### config.mk
export PLATFORM = sky130hd
export DESIGN_NAME = murmur64a_string_hash
export DESIGN_NICKNAME = d
export VERILOG_FILES = /design/src/sv/mm64_pkg.sv /design/src/sv/mm64_datapath.sv /design/src/sv/mm64_ctrl.sv /design/src/sv/murmur64a_string_hash.sv
export SDC_FILE = /design/constraint.sdc
export NUM_CORES = 2
export LEC_CHECK = 0
export BUFFER_PORTS_ARGS = -buffer_cell sky130_fd_sc_hd__clkbuf_2
export CORE_AREA = 5 5 243 363
export DETAILED_ROUTE_END_ITERATION = 8
export DIE_AREA = 0 0 248 368
export PLACE_DENSITY = 0.76
export SLEW_MARGIN = 20
export SYNTH_ARGS = -nofsm -noshare
export SYNTH_HDL_FRONTEND = slang
export SYNTH_SLANG_ARGS = --single-unit
### constraint.sdc
create_clock -name clk_i -period 12.12 [get_ports clk_i]
set_input_delay 1.818 -clock clk_i [delete_from_list [all_inputs] [get_ports clk_i]]
set_output_delay 1.818 -clock clk_i [all_outputs]
set_load 0.02 [all_outputs]
### src/sv/mm64_pkg.sv
// Shared types and constants for the streaming 64-bit murmur string hash.
// Used by the controller, the datapath and the top level; no dependencies.
`timescale 1ns / 1ps
`default_nettype none

package mm64_pkg;

  // Mixing multiplier and xor-shift distance
  localparam logic [63:0] MixMul   = 64'hc6a4a7935bd1e995;
  localparam int unsigned MixShift = 47;

  // Datapath operation issued by the controller each cycle
  typedef enum logic [3:0] {
    OP_NONE      = 4'd0,
    OP_CAPTURE   = 4'd1,  // latch input transaction, x <= length
    OP_MUL       = 4'd2,  // one phase of acc <= x * MixMul
    OP_SET_H     = 4'd3,  // h <= acc
    OP_LOAD_WORD = 4'd4,  // x <= data word
    OP_KEY_XS    = 4'd5,  // x <= acc ^ (acc >> 47)
    OP_FOLD      = 4'd6,  // h <= h ^ acc, x <= same
    OP_TAIL      = 4'd7,  // h <= h ^ masked word, x <= same
    OP_FIN_XS    = 4'd8,  // x <= h ^ (h >> 47)
    OP_EMIT      = 4'd9   // result register <= low half of final xor-shift
  } op_e;

  typedef struct packed {
    op_e        op;
    logic [1:0] phase;
  } cmd_t;

  typedef struct packed {
    logic first;
    logic last;
    logic nb_full;
    logic nb_zero;
    logic out_busy;
  } status_t;

endpackage

`default_nettype wire

### src/sv/mm64_datapath.sv
// Datapath for the murmur string hash: hash, operand, product and result registers.
// Runs one operation per cycle as commanded; uses mm64_pkg.
`timescale 1ns / 1ps
`default_nettype none

module mm64_datapath (
  input  wire logic             clk_i,
  input  wire logic             rst_ni,
  input  wire logic [63:0]      data_word_i,
  input  wire logic [3:0]       valid_bytes_i,
  input  wire logic [31:0]      message_length_i,
  input  wire logic             first_word_i,
  input  wire logic             last_word_i,
  input  wire mm64_pkg::cmd_t   cmd_i,
  output mm64_pkg::status_t     status_o,
  output logic                  out_valid_o,
  input  wire logic             out_stall_i,
  output logic [31:0]           hash_value_o
);

  logic [63:0] h_q, h_d;
  logic [63:0] x_q, x_d;
  logic [63:0] acc_q, acc_d;
  logic [63:0] pp_q;
  logic [63:0] word_q;
  logic [3:0]  nb_q;
  logic        first_q, last_q;
  logic        out_valid_q, out_valid_d;
  logic [31:0] hash_q;

  logic [31:0] mul_a, mul_b;
  logic [63:0] mask, masked, tail_x, fold_x, acc_xs, h_xs;

  // Partial products of x * MixMul, low 64 bits only
  always_comb begin
    mul_a = cmd_i.phase[1] ? x_q[63:32] : x_q[31:0];
    mul_b = (cmd_i.phase == 2'd1) ? mm64_pkg::MixMul[63:32] : mm64_pkg::MixMul[31:0];
  end

  always_comb begin
    mask   = (64'd1 << {nb_q[2:0], 3'b000}) - 64'd1;
    masked = word_q & mask;
    tail_x = h_q ^ masked;
    fold_x = h_q ^ acc_q;
    acc_xs = acc_q ^ (acc_q >> mm64_pkg::MixShift);
    h_xs   = h_q ^ (h_q >> mm64_pkg::MixShift);
  end

  // Next values of the hash, operand and accumulator
  always_comb begin
    h_d   = h_q;
    x_d   = x_q;
    acc_d = acc_q;
    unique case (cmd_i.op)
      mm64_pkg::OP_CAPTURE:   x_d = {32'd0, message_length_i};
      mm64_pkg::OP_MUL: begin
        unique case (cmd_i.phase)
          2'd0:    acc_d = acc_q;
          2'd1:    acc_d = pp_q;
          default: acc_d = acc_q + {pp_q[31:0], 32'd0};
        endcase
      end
      mm64_pkg::OP_SET_H:     h_d = acc_q;
      mm64_pkg::OP_LOAD_WORD: x_d = word_q;
      mm64_pkg::OP_KEY_XS:    x_d = acc_xs;
      mm64_pkg::OP_FOLD: begin
        h_d = fold_x;
        x_d = fold_x;
      end
      mm64_pkg::OP_TAIL: begin
        h_d = tail_x;
        x_d = tail_x;
      end
      mm64_pkg::OP_FIN_XS:    x_d = h_xs;
      mm64_pkg::OP_EMIT:      h_d = 64'd0;
      default:                h_d = h_q;
    endcase
  end

  // Result register handshake
  always_comb begin
    out_valid_d = out_valid_q && out_stall_i;
    if (cmd_i.op == mm64_pkg::OP_EMIT) begin
      out_valid_d = 1'b1;
    end
  end

  always_ff @(posedge clk_i or negedge rst_ni) begin
    if (!rst_ni) begin
      h_q         <= 64'd0;
      out_valid_q <= 1'b0;
    end else begin
      h_q         <= h_d;
      out_valid_q <= out_valid_d;
    end
  end

  // Payload registers, no reset
  always_ff @(posedge clk_i) begin
    x_q   <= x_d;
    acc_q <= acc_d;
    pp_q  <= mul_a * mul_b;
    if (cmd_i.op == mm64_pkg::OP_CAPTURE) begin
      word_q  <= data_word_i;
      nb_q    <= valid_bytes_i;
      first_q <= first_word_i;
      last_q  <= last_word_i;
    end
    if (cmd_i.op == mm64_pkg::OP_EMIT) begin
      hash_q <= acc_xs[31:0];
    end
  end

  always_comb begin
    status_o.first    = first_q;
    status_o.last     = last_q;
    status_o.nb_full  = nb_q[3];
    status_o.nb_zero  = (nb_q == 4'd0);
    status_o.out_busy = out_valid_q && out_stall_i;
  end

  assign out_valid_o  = out_valid_q;
  assign hash_value_o = hash_q;

endmodule

`default_nettype wire

### src/sv/mm64_ctrl.sv
// Controller for the murmur string hash: sequences captures, multiplies and folds.
// Drives the datapath command; uses mm64_pkg.
`timescale 1ns / 1ps
`default_nettype none

module mm64_ctrl (
  input  wire logic              clk_i,
  input  wire logic              rst_ni,
  input  wire logic              in_valid_i,
  output logic                   in_stall_o,
  input  wire mm64_pkg::status_t status_i,
  output mm64_pkg::cmd_t         cmd_o
);

  typedef enum logic [12:0] {
    ST_IDLE     = 13'b0000000000001,
    ST_LEN_MUL  = 13'b0000000000010,
    ST_LEN_SET  = 13'b0000000000100,
    ST_BODY     = 13'b0000000001000,
    ST_KEY_MUL1 = 13'b0000000010000,
    ST_KEY_XS   = 13'b0000000100000,
    ST_KEY_MUL2 = 13'b0000001000000,
    ST_FOLD     = 13'b0000010000000,
    ST_HASH_MUL = 13'b0000100000000,
    ST_HASH_SET = 13'b0001000000000,
    ST_FIN_XS   = 13'b0010000000000,
    ST_FIN_MUL  = 13'b0100000000000,
    ST_FIN_OUT  = 13'b1000000000000
  } state_e;

  state_e     state_q, state_d;
  logic [1:0] phase_q, phase_d;
  logic       mul_done;

  assign mul_done = (phase_q == 2'd3);

  // Next state and command
  always_comb begin
    state_d     = state_q;
    phase_d     = 2'd0;
    cmd_o.op    = mm64_pkg::OP_NONE;
    cmd_o.phase = phase_q;
    in_stall_o  = 1'b1;
    unique case (state_q)
      ST_IDLE: begin
        in_stall_o = 1'b0;
        if (in_valid_i) begin
          cmd_o.op = mm64_pkg::OP_CAPTURE;
          state_d  = ST_LEN_MUL;
        end
      end
      ST_LEN_MUL: begin
        // skip the length product when the string is already running
        if (!status_i.first) begin
          state_d = ST_BODY;
        end else begin
          cmd_o.op = mm64_pkg::OP_MUL;
          phase_d  = phase_q + 2'd1;
          if (mul_done) state_d = ST_LEN_SET;
        end
      end
      ST_LEN_SET: begin
        cmd_o.op = mm64_pkg::OP_SET_H;
        state_d  = ST_BODY;
      end
      ST_BODY: begin
        priority if (status_i.nb_full) begin
          cmd_o.op = mm64_pkg::OP_LOAD_WORD;
          state_d  = ST_KEY_MUL1;
        end else if (!status_i.nb_zero) begin
          cmd_o.op = mm64_pkg::OP_TAIL;
          state_d  = ST_HASH_MUL;
        end else if (status_i.last) begin
          state_d = ST_FIN_XS;
        end else begin
          state_d = ST_IDLE;
        end
      end
      ST_KEY_MUL1: begin
        cmd_o.op = mm64_pkg::OP_MUL;
        phase_d  = phase_q + 2'd1;
        if (mul_done) state_d = ST_KEY_XS;
      end
      ST_KEY_XS: begin
        cmd_o.op = mm64_pkg::OP_KEY_XS;
        state_d  = ST_KEY_MUL2;
      end
      ST_KEY_MUL2: begin
        cmd_o.op = mm64_pkg::OP_MUL;
        phase_d  = phase_q + 2'd1;
        if (mul_done) state_d = ST_FOLD;
      end
      ST_FOLD: begin
        cmd_o.op = mm64_pkg::OP_FOLD;
        state_d  = ST_HASH_MUL;
      end
      ST_HASH_MUL: begin
        cmd_o.op = mm64_pkg::OP_MUL;
        phase_d  = phase_q + 2'd1;
        if (mul_done) state_d = ST_HASH_SET;
      end
      ST_HASH_SET: begin
        cmd_o.op = mm64_pkg::OP_SET_H;
        state_d  = status_i.last ? ST_FIN_XS : ST_IDLE;
      end
      ST_FIN_XS: begin
        cmd_o.op = mm64_pkg::OP_FIN_XS;
        state_d  = ST_FIN_MUL;
      end
      ST_FIN_MUL: begin
        cmd_o.op = mm64_pkg::OP_MUL;
        phase_d  = phase_q + 2'd1;
        if (mul_done) state_d = ST_FIN_OUT;
      end
      ST_FIN_OUT: begin
        // hold until the result register is free
        if (!status_i.out_busy) begin
          cmd_o.op = mm64_pkg::OP_EMIT;
          state_d  = ST_IDLE;
        end
      end
      default: state_d = ST_IDLE;
    endcase
  end

  always_ff @(posedge clk_i or negedge rst_ni) begin
    if (!rst_ni) begin
      state_q <= ST_IDLE;
      phase_q <= 2'd0;
    end else begin
      state_q <= state_d;
      phase_q <= phase_d;
    end
  end

endmodule

`default_nettype wire

### src/sv/murmur64a_string_hash.sv
// Top level of the streaming MurmurHash64A string hash, seed zero.
// Instantiates mm64_ctrl and mm64_datapath; uses mm64_pkg.
//
//   channel | direction | handshake               | payload
//   --------+-----------+-------------------------+-------------------------------------
//   input   | in        | in_valid_i / in_stall_o | data_word, valid_bytes, length, flags
//   output  | out       | out_valid_o / out_stall_i | hash_value (low 32 bits)
//
// Per transaction: a capture, the length product on a first word, then for a full
// word key multiply, xor-shift, key multiply, fold and hash multiply, for a short
// word a tail fold and hash multiply; an empty word none; a last word finalizes.
// Each 64-bit multiply by the mixing constant runs on one shared 32x32 multiplier.
// Reset clears the running hash and the controller; no clearing pass.
// A pending result waits in its register; the next transaction is taken meanwhile,
// and only emitting a new result waits while the old one is stalled.
`timescale 1ns / 1ps
`default_nettype none

module murmur64a_string_hash (
  input  wire logic        clk_i,
  input  wire logic        rst_ni,
  input  wire logic        in_valid_i,
  output logic             in_stall_o,
  input  wire logic [63:0] data_word_i,
  input  wire logic [3:0]  valid_bytes_i,
  input  wire logic [31:0] message_length_i,
  input  wire logic        first_word_i,
  input  wire logic        last_word_i,
  output logic             out_valid_o,
  input  wire logic        out_stall_i,
  output logic [31:0]      hash_value_o
);

  mm64_pkg::cmd_t    cmd;
  mm64_pkg::status_t status;

  mm64_ctrl u_ctrl (
    .clk_i      (clk_i),
    .rst_ni     (rst_ni),
    .in_valid_i (in_valid_i),
    .in_stall_o (in_stall_o),
    .status_i   (status),
    .cmd_o      (cmd)
  );

  mm64_datapath u_datapath (
    .clk_i            (clk_i),
    .rst_ni           (rst_ni),
    .data_word_i      (data_word_i),
    .valid_bytes_i    (valid_bytes_i),
    .message_length_i (message_length_i),
    .first_word_i     (first_word_i),
    .last_word_i      (last_word_i),
    .cmd_i            (cmd),
    .status_o         (status),
    .out_valid_o      (out_valid_o),
    .out_stall_i      (out_stall_i),
    .hash_value_o     (hash_value_o)
  );

endmodule

`default_nettype wire

==> key figures <==
Yosys
  – Top-area cell type share of the netlist area: 29.5%
  – Mean post-synth cell area: about 10 um2
  – Main synth FF type: edfxtp_1
  – Mapped Area: 41900 um2
  – Synthesized flop and latch total: around 370
  – Syn_nets: 5201
  – Sequential area share after synthesis: roughly 24%
  – Syn. warnings: 0
  – Synth area leaders: fa_1, edfxtp_1, ha_1
  – Synth cell types: 81
  – Async set-reset flop share out of synthesis: 21.4%
  – Post-synth EDFFs: 230
  – Post-Syn Instances: 4040
  – Post-synth top area cell: fa_1

STA
  – RSZ-0062 raised after global routing: no
  – Fin. Hold Viols: 0
  – Worst-Margin Slew: 1070 ps
  – Hold_ws: approximately 480 ps
  – Tcrit/Tclk final: 84.5%
  – Final setup viols: 0
  – Fin. max-slew vios: 0
  – Worst setup margin: approximately 1900 ps
  – Relative slew slack: 26.5%
  – Setup TNS: 0 ps
  – Worst-case clock skew: approximately 27 ps
  – Fmax: 0.0976 GHz
  – Final Critical Period: 10250 ps

Floorplan
  – Chip Width: 248 um
  – Rows: 131
  – I/O pin total: 140
  – Total die area: 91300 um2
  – Core area: 84700 um2
  – Die height: 368 um
  – Initial core utilization: between 40% and 50%

Routing
  – WL/cell: 26.1 um
  – Iteration-0 DRC Markers: 3183
  – Antenna-violating nets left: 0
  – Via count: 31600
  – Drt pass-1 iters: 9
  – DRC violations left: 7
  – WL final: 138000 um
  – Drt via density: about 6.0

Clock network
  – Post_cts resized: 0
  – H-tree depth: 1
  – Clock transition at path regs: roughly 70 ps
  – Hold buffer count at cts: 0
  – Deepest clock path buffer count: 3
  – TritonCTS Buffers: 30
  – CTS tree: yes
  – Post-CTS setup buffers: 0
  – CTS Root Cell: clkbuf_16
  – Worst-skew pair later-pin latency: 640 ps
  – Clock sink count: 374

Finish
  – Utilization after layout: between 50% and 60%
  – Fillers: 7414
  – Syn-to-layout area delta: 7.35%
  – Share of cells above drive strength 1: 7.37%
  – Final net count: 5276

Outcome
  – Failing checks: design-rule violations
  – Status: finished, violations left

Setup path
  – Critical path arrival: ~11000 ps
  – Worst Path Required: 12630 ps
  – Worst-path maximum fanout: 25
  – CP Capture Type: flip-flop
  – RR Startpoint: u_ctrl.phase_q[1]
  – Crit path launch type: flip-flop
  – Origin of the worst setup path: u_ctrl.phase_q[1]
  – Critical path class: flip-flop to flip-flop

Place
  – Port Buf Inserts: ~140
  – Dpl ws: roughly 1900 ps
  – RD Place Congestion: 1.06
  – Post-detail-place hpwl: about 110000 um

Global route
  – Total track usage: 29.8%
  – First-pass GRT wire length: 203000 um
  – Largest net degree at the start of global routing: 72
  – Overflow after GRT: 0
  – Vias in the first global route: 33200
  – Initial antenna violation count: 2

Hold path
  – Min-Delay Path Class: flip-flop to flip-flop
  – Hold_sp: u_datapath.first_q

Run
  – Max Cap Viol: 0
==> state kept, by name, indices dropped and copies added, names as in the netlist, 2 cells and up <==
register / count
u_datapath.pp_q: 64
u_datapath.hash_value_o: 32
u_ctrl.phase_q: 2
u_ctrl.state_q: 13
u_datapath.acc_q: 64
u_datapath.x_q: 64
u_datapath.word_q: 64
u_datapath.h_q: 64
u_datapath.nb_q: 4
==> worst max-delay path: stages, from the launching register on <==
cell and delay [ps]:
dfrtp_2 900, mux2i_1 880, inv_1 540, nand2_1 370, inv_1 280, fa_1 570, fa_1 550, inv_1 80
fa_1 530, inv_1 70, fa_1 500, inv_1 50, fa_1 580, fa_1 440, fa_1 470, fa_1 490
inv_1 40, ha_1 370, and4_1 270, and4_1 220, or4b_1 450, o21ai_2 280, o211ai_2 200, a2111oi_4 350
o21ai_2 150, a21oi_2 220, o221ai_2 120, xnor2_1 140
==> path summary, 6_finish.rpt <==
check	to	slack, ps	cells past startpoint
max	u_datapath.pp_q[63]	1870	27
min reg2reg	u_ctrl.state_q[3]	480	1
min in group asynchronous	u_datapath.h_q[24]	1140	1
max reg2reg	u_datapath.pp_q[63]	1870	27
min	u_ctrl.state_q[3]	480	1
max in group asynchronous	u_ctrl.phase_q[1]	9800	2
==> cell usage in the layout, fill, tap and decap left out, drive strengths merged, types with 73 or more instances in the layout <==
cell type and instances:
nor2 220, edfxtp 230, clkbuf 179, xor2 77, ha 437, xnor2 73, nand2 200, fa 618
dfrtp 79, a21oi 247, inv 822, o21ai 108
==> per-stage QoR <==
step           cell area, um2  cells
2_1_floorplan           41900   4040
3_3_place_gp            43900   5213
3_5_place_dp            43900   5213
4_1_cts                 44900   5269
5_1_grt                 44900   5270
6_report                44900   5270
==> synth_stat cells, types with 7 or more instances <==
| cell type | count |
|---|---|
| mux2i_1 | 34 |
| ha_1 | 437 |
| mux2_2 | 10 |
| buf_2 | 7 |
| nand3_1 | 31 |
| dfrtp_1 | 79 |
| a211oi_1 | 11 |
| xnor2_1 | 73 |
| dfxtp_1 | 64 |
| o21ai_0 | 103 |
| or3_1 | 7 |
| nand2b_1 | 51 |
| nor2b_1 | 17 |
| edfxtp_1 | 230 |
| a222oi_1 | 63 |
| a22oi_1 | 41 |
| and2_1 | 60 |
| o211ai_1 | 7 |
| fa_1 | 618 |
| a21oi_1 | 246 |
| and3_1 | 12 |
| a221o_1 | 34 |
| a21o_1 | 72 |
| o21bai_1 | 25 |
| nor2_1 | 220 |
| xor2_1 | 77 |
| inv_1 | 818 |
| a31oi_1 | 44 |
| a32oi_1 | 15 |
| clkbuf_1 | 110 |
| nand4_1 | 16 |
| nand3b_1 | 7 |
| nor3_1 | 24 |
| buf_1 | 23 |
| o21a_1 | 11 |
| a221oi_1 | 38 |
| nand2_1 | 200 |
| or2_2 | 23 |
==> cell families (layout without fill, tap and decap cells) <==
family | after synthesis | in the layout | share of synthesized area (%)
adders and majority gates | 1055 | 1055 | 42.6
buffers and inverters | 960 | 1059 | 8.64
AOI/OAI and AO/OA | 759 | 759 | 12.3
and+or+nand+nor | 696 | 696 | 7.88
DFF | 374 | 374 | 24.3
xor gates and xnor gates | 150 | 150 | 3.14
muxes | 44 | 44 | 1.08
other | 2 | 3 | 0.0179
==> area by class of cell <==
class	count	area, um2	area share, %
inverters	819	3070	6.84
clock inverters	15	121	0.270
clock buffers	41	920	2.05
diodes	1	2.50	0.00557
multi-input cells	2706	28200	62.7
flip-flops and latches	374	10200	22.7
well taps	1130	1410	3.15
repair buffers	184	1040	2.30
==> metal layers <==
layer,global-route usage (%),up-vias,wire length [um]
met5,0,-,16
met1,32.6,15600,44500
met2,50.9,1897,67600
met3,3.29,551,10300
met4,25.6,2,15200
li1,-,13600,-
Power is left out: the tool's default activity adds up to more than one toggle a clock period on the data nets, which glitch-free logic cannot reach.
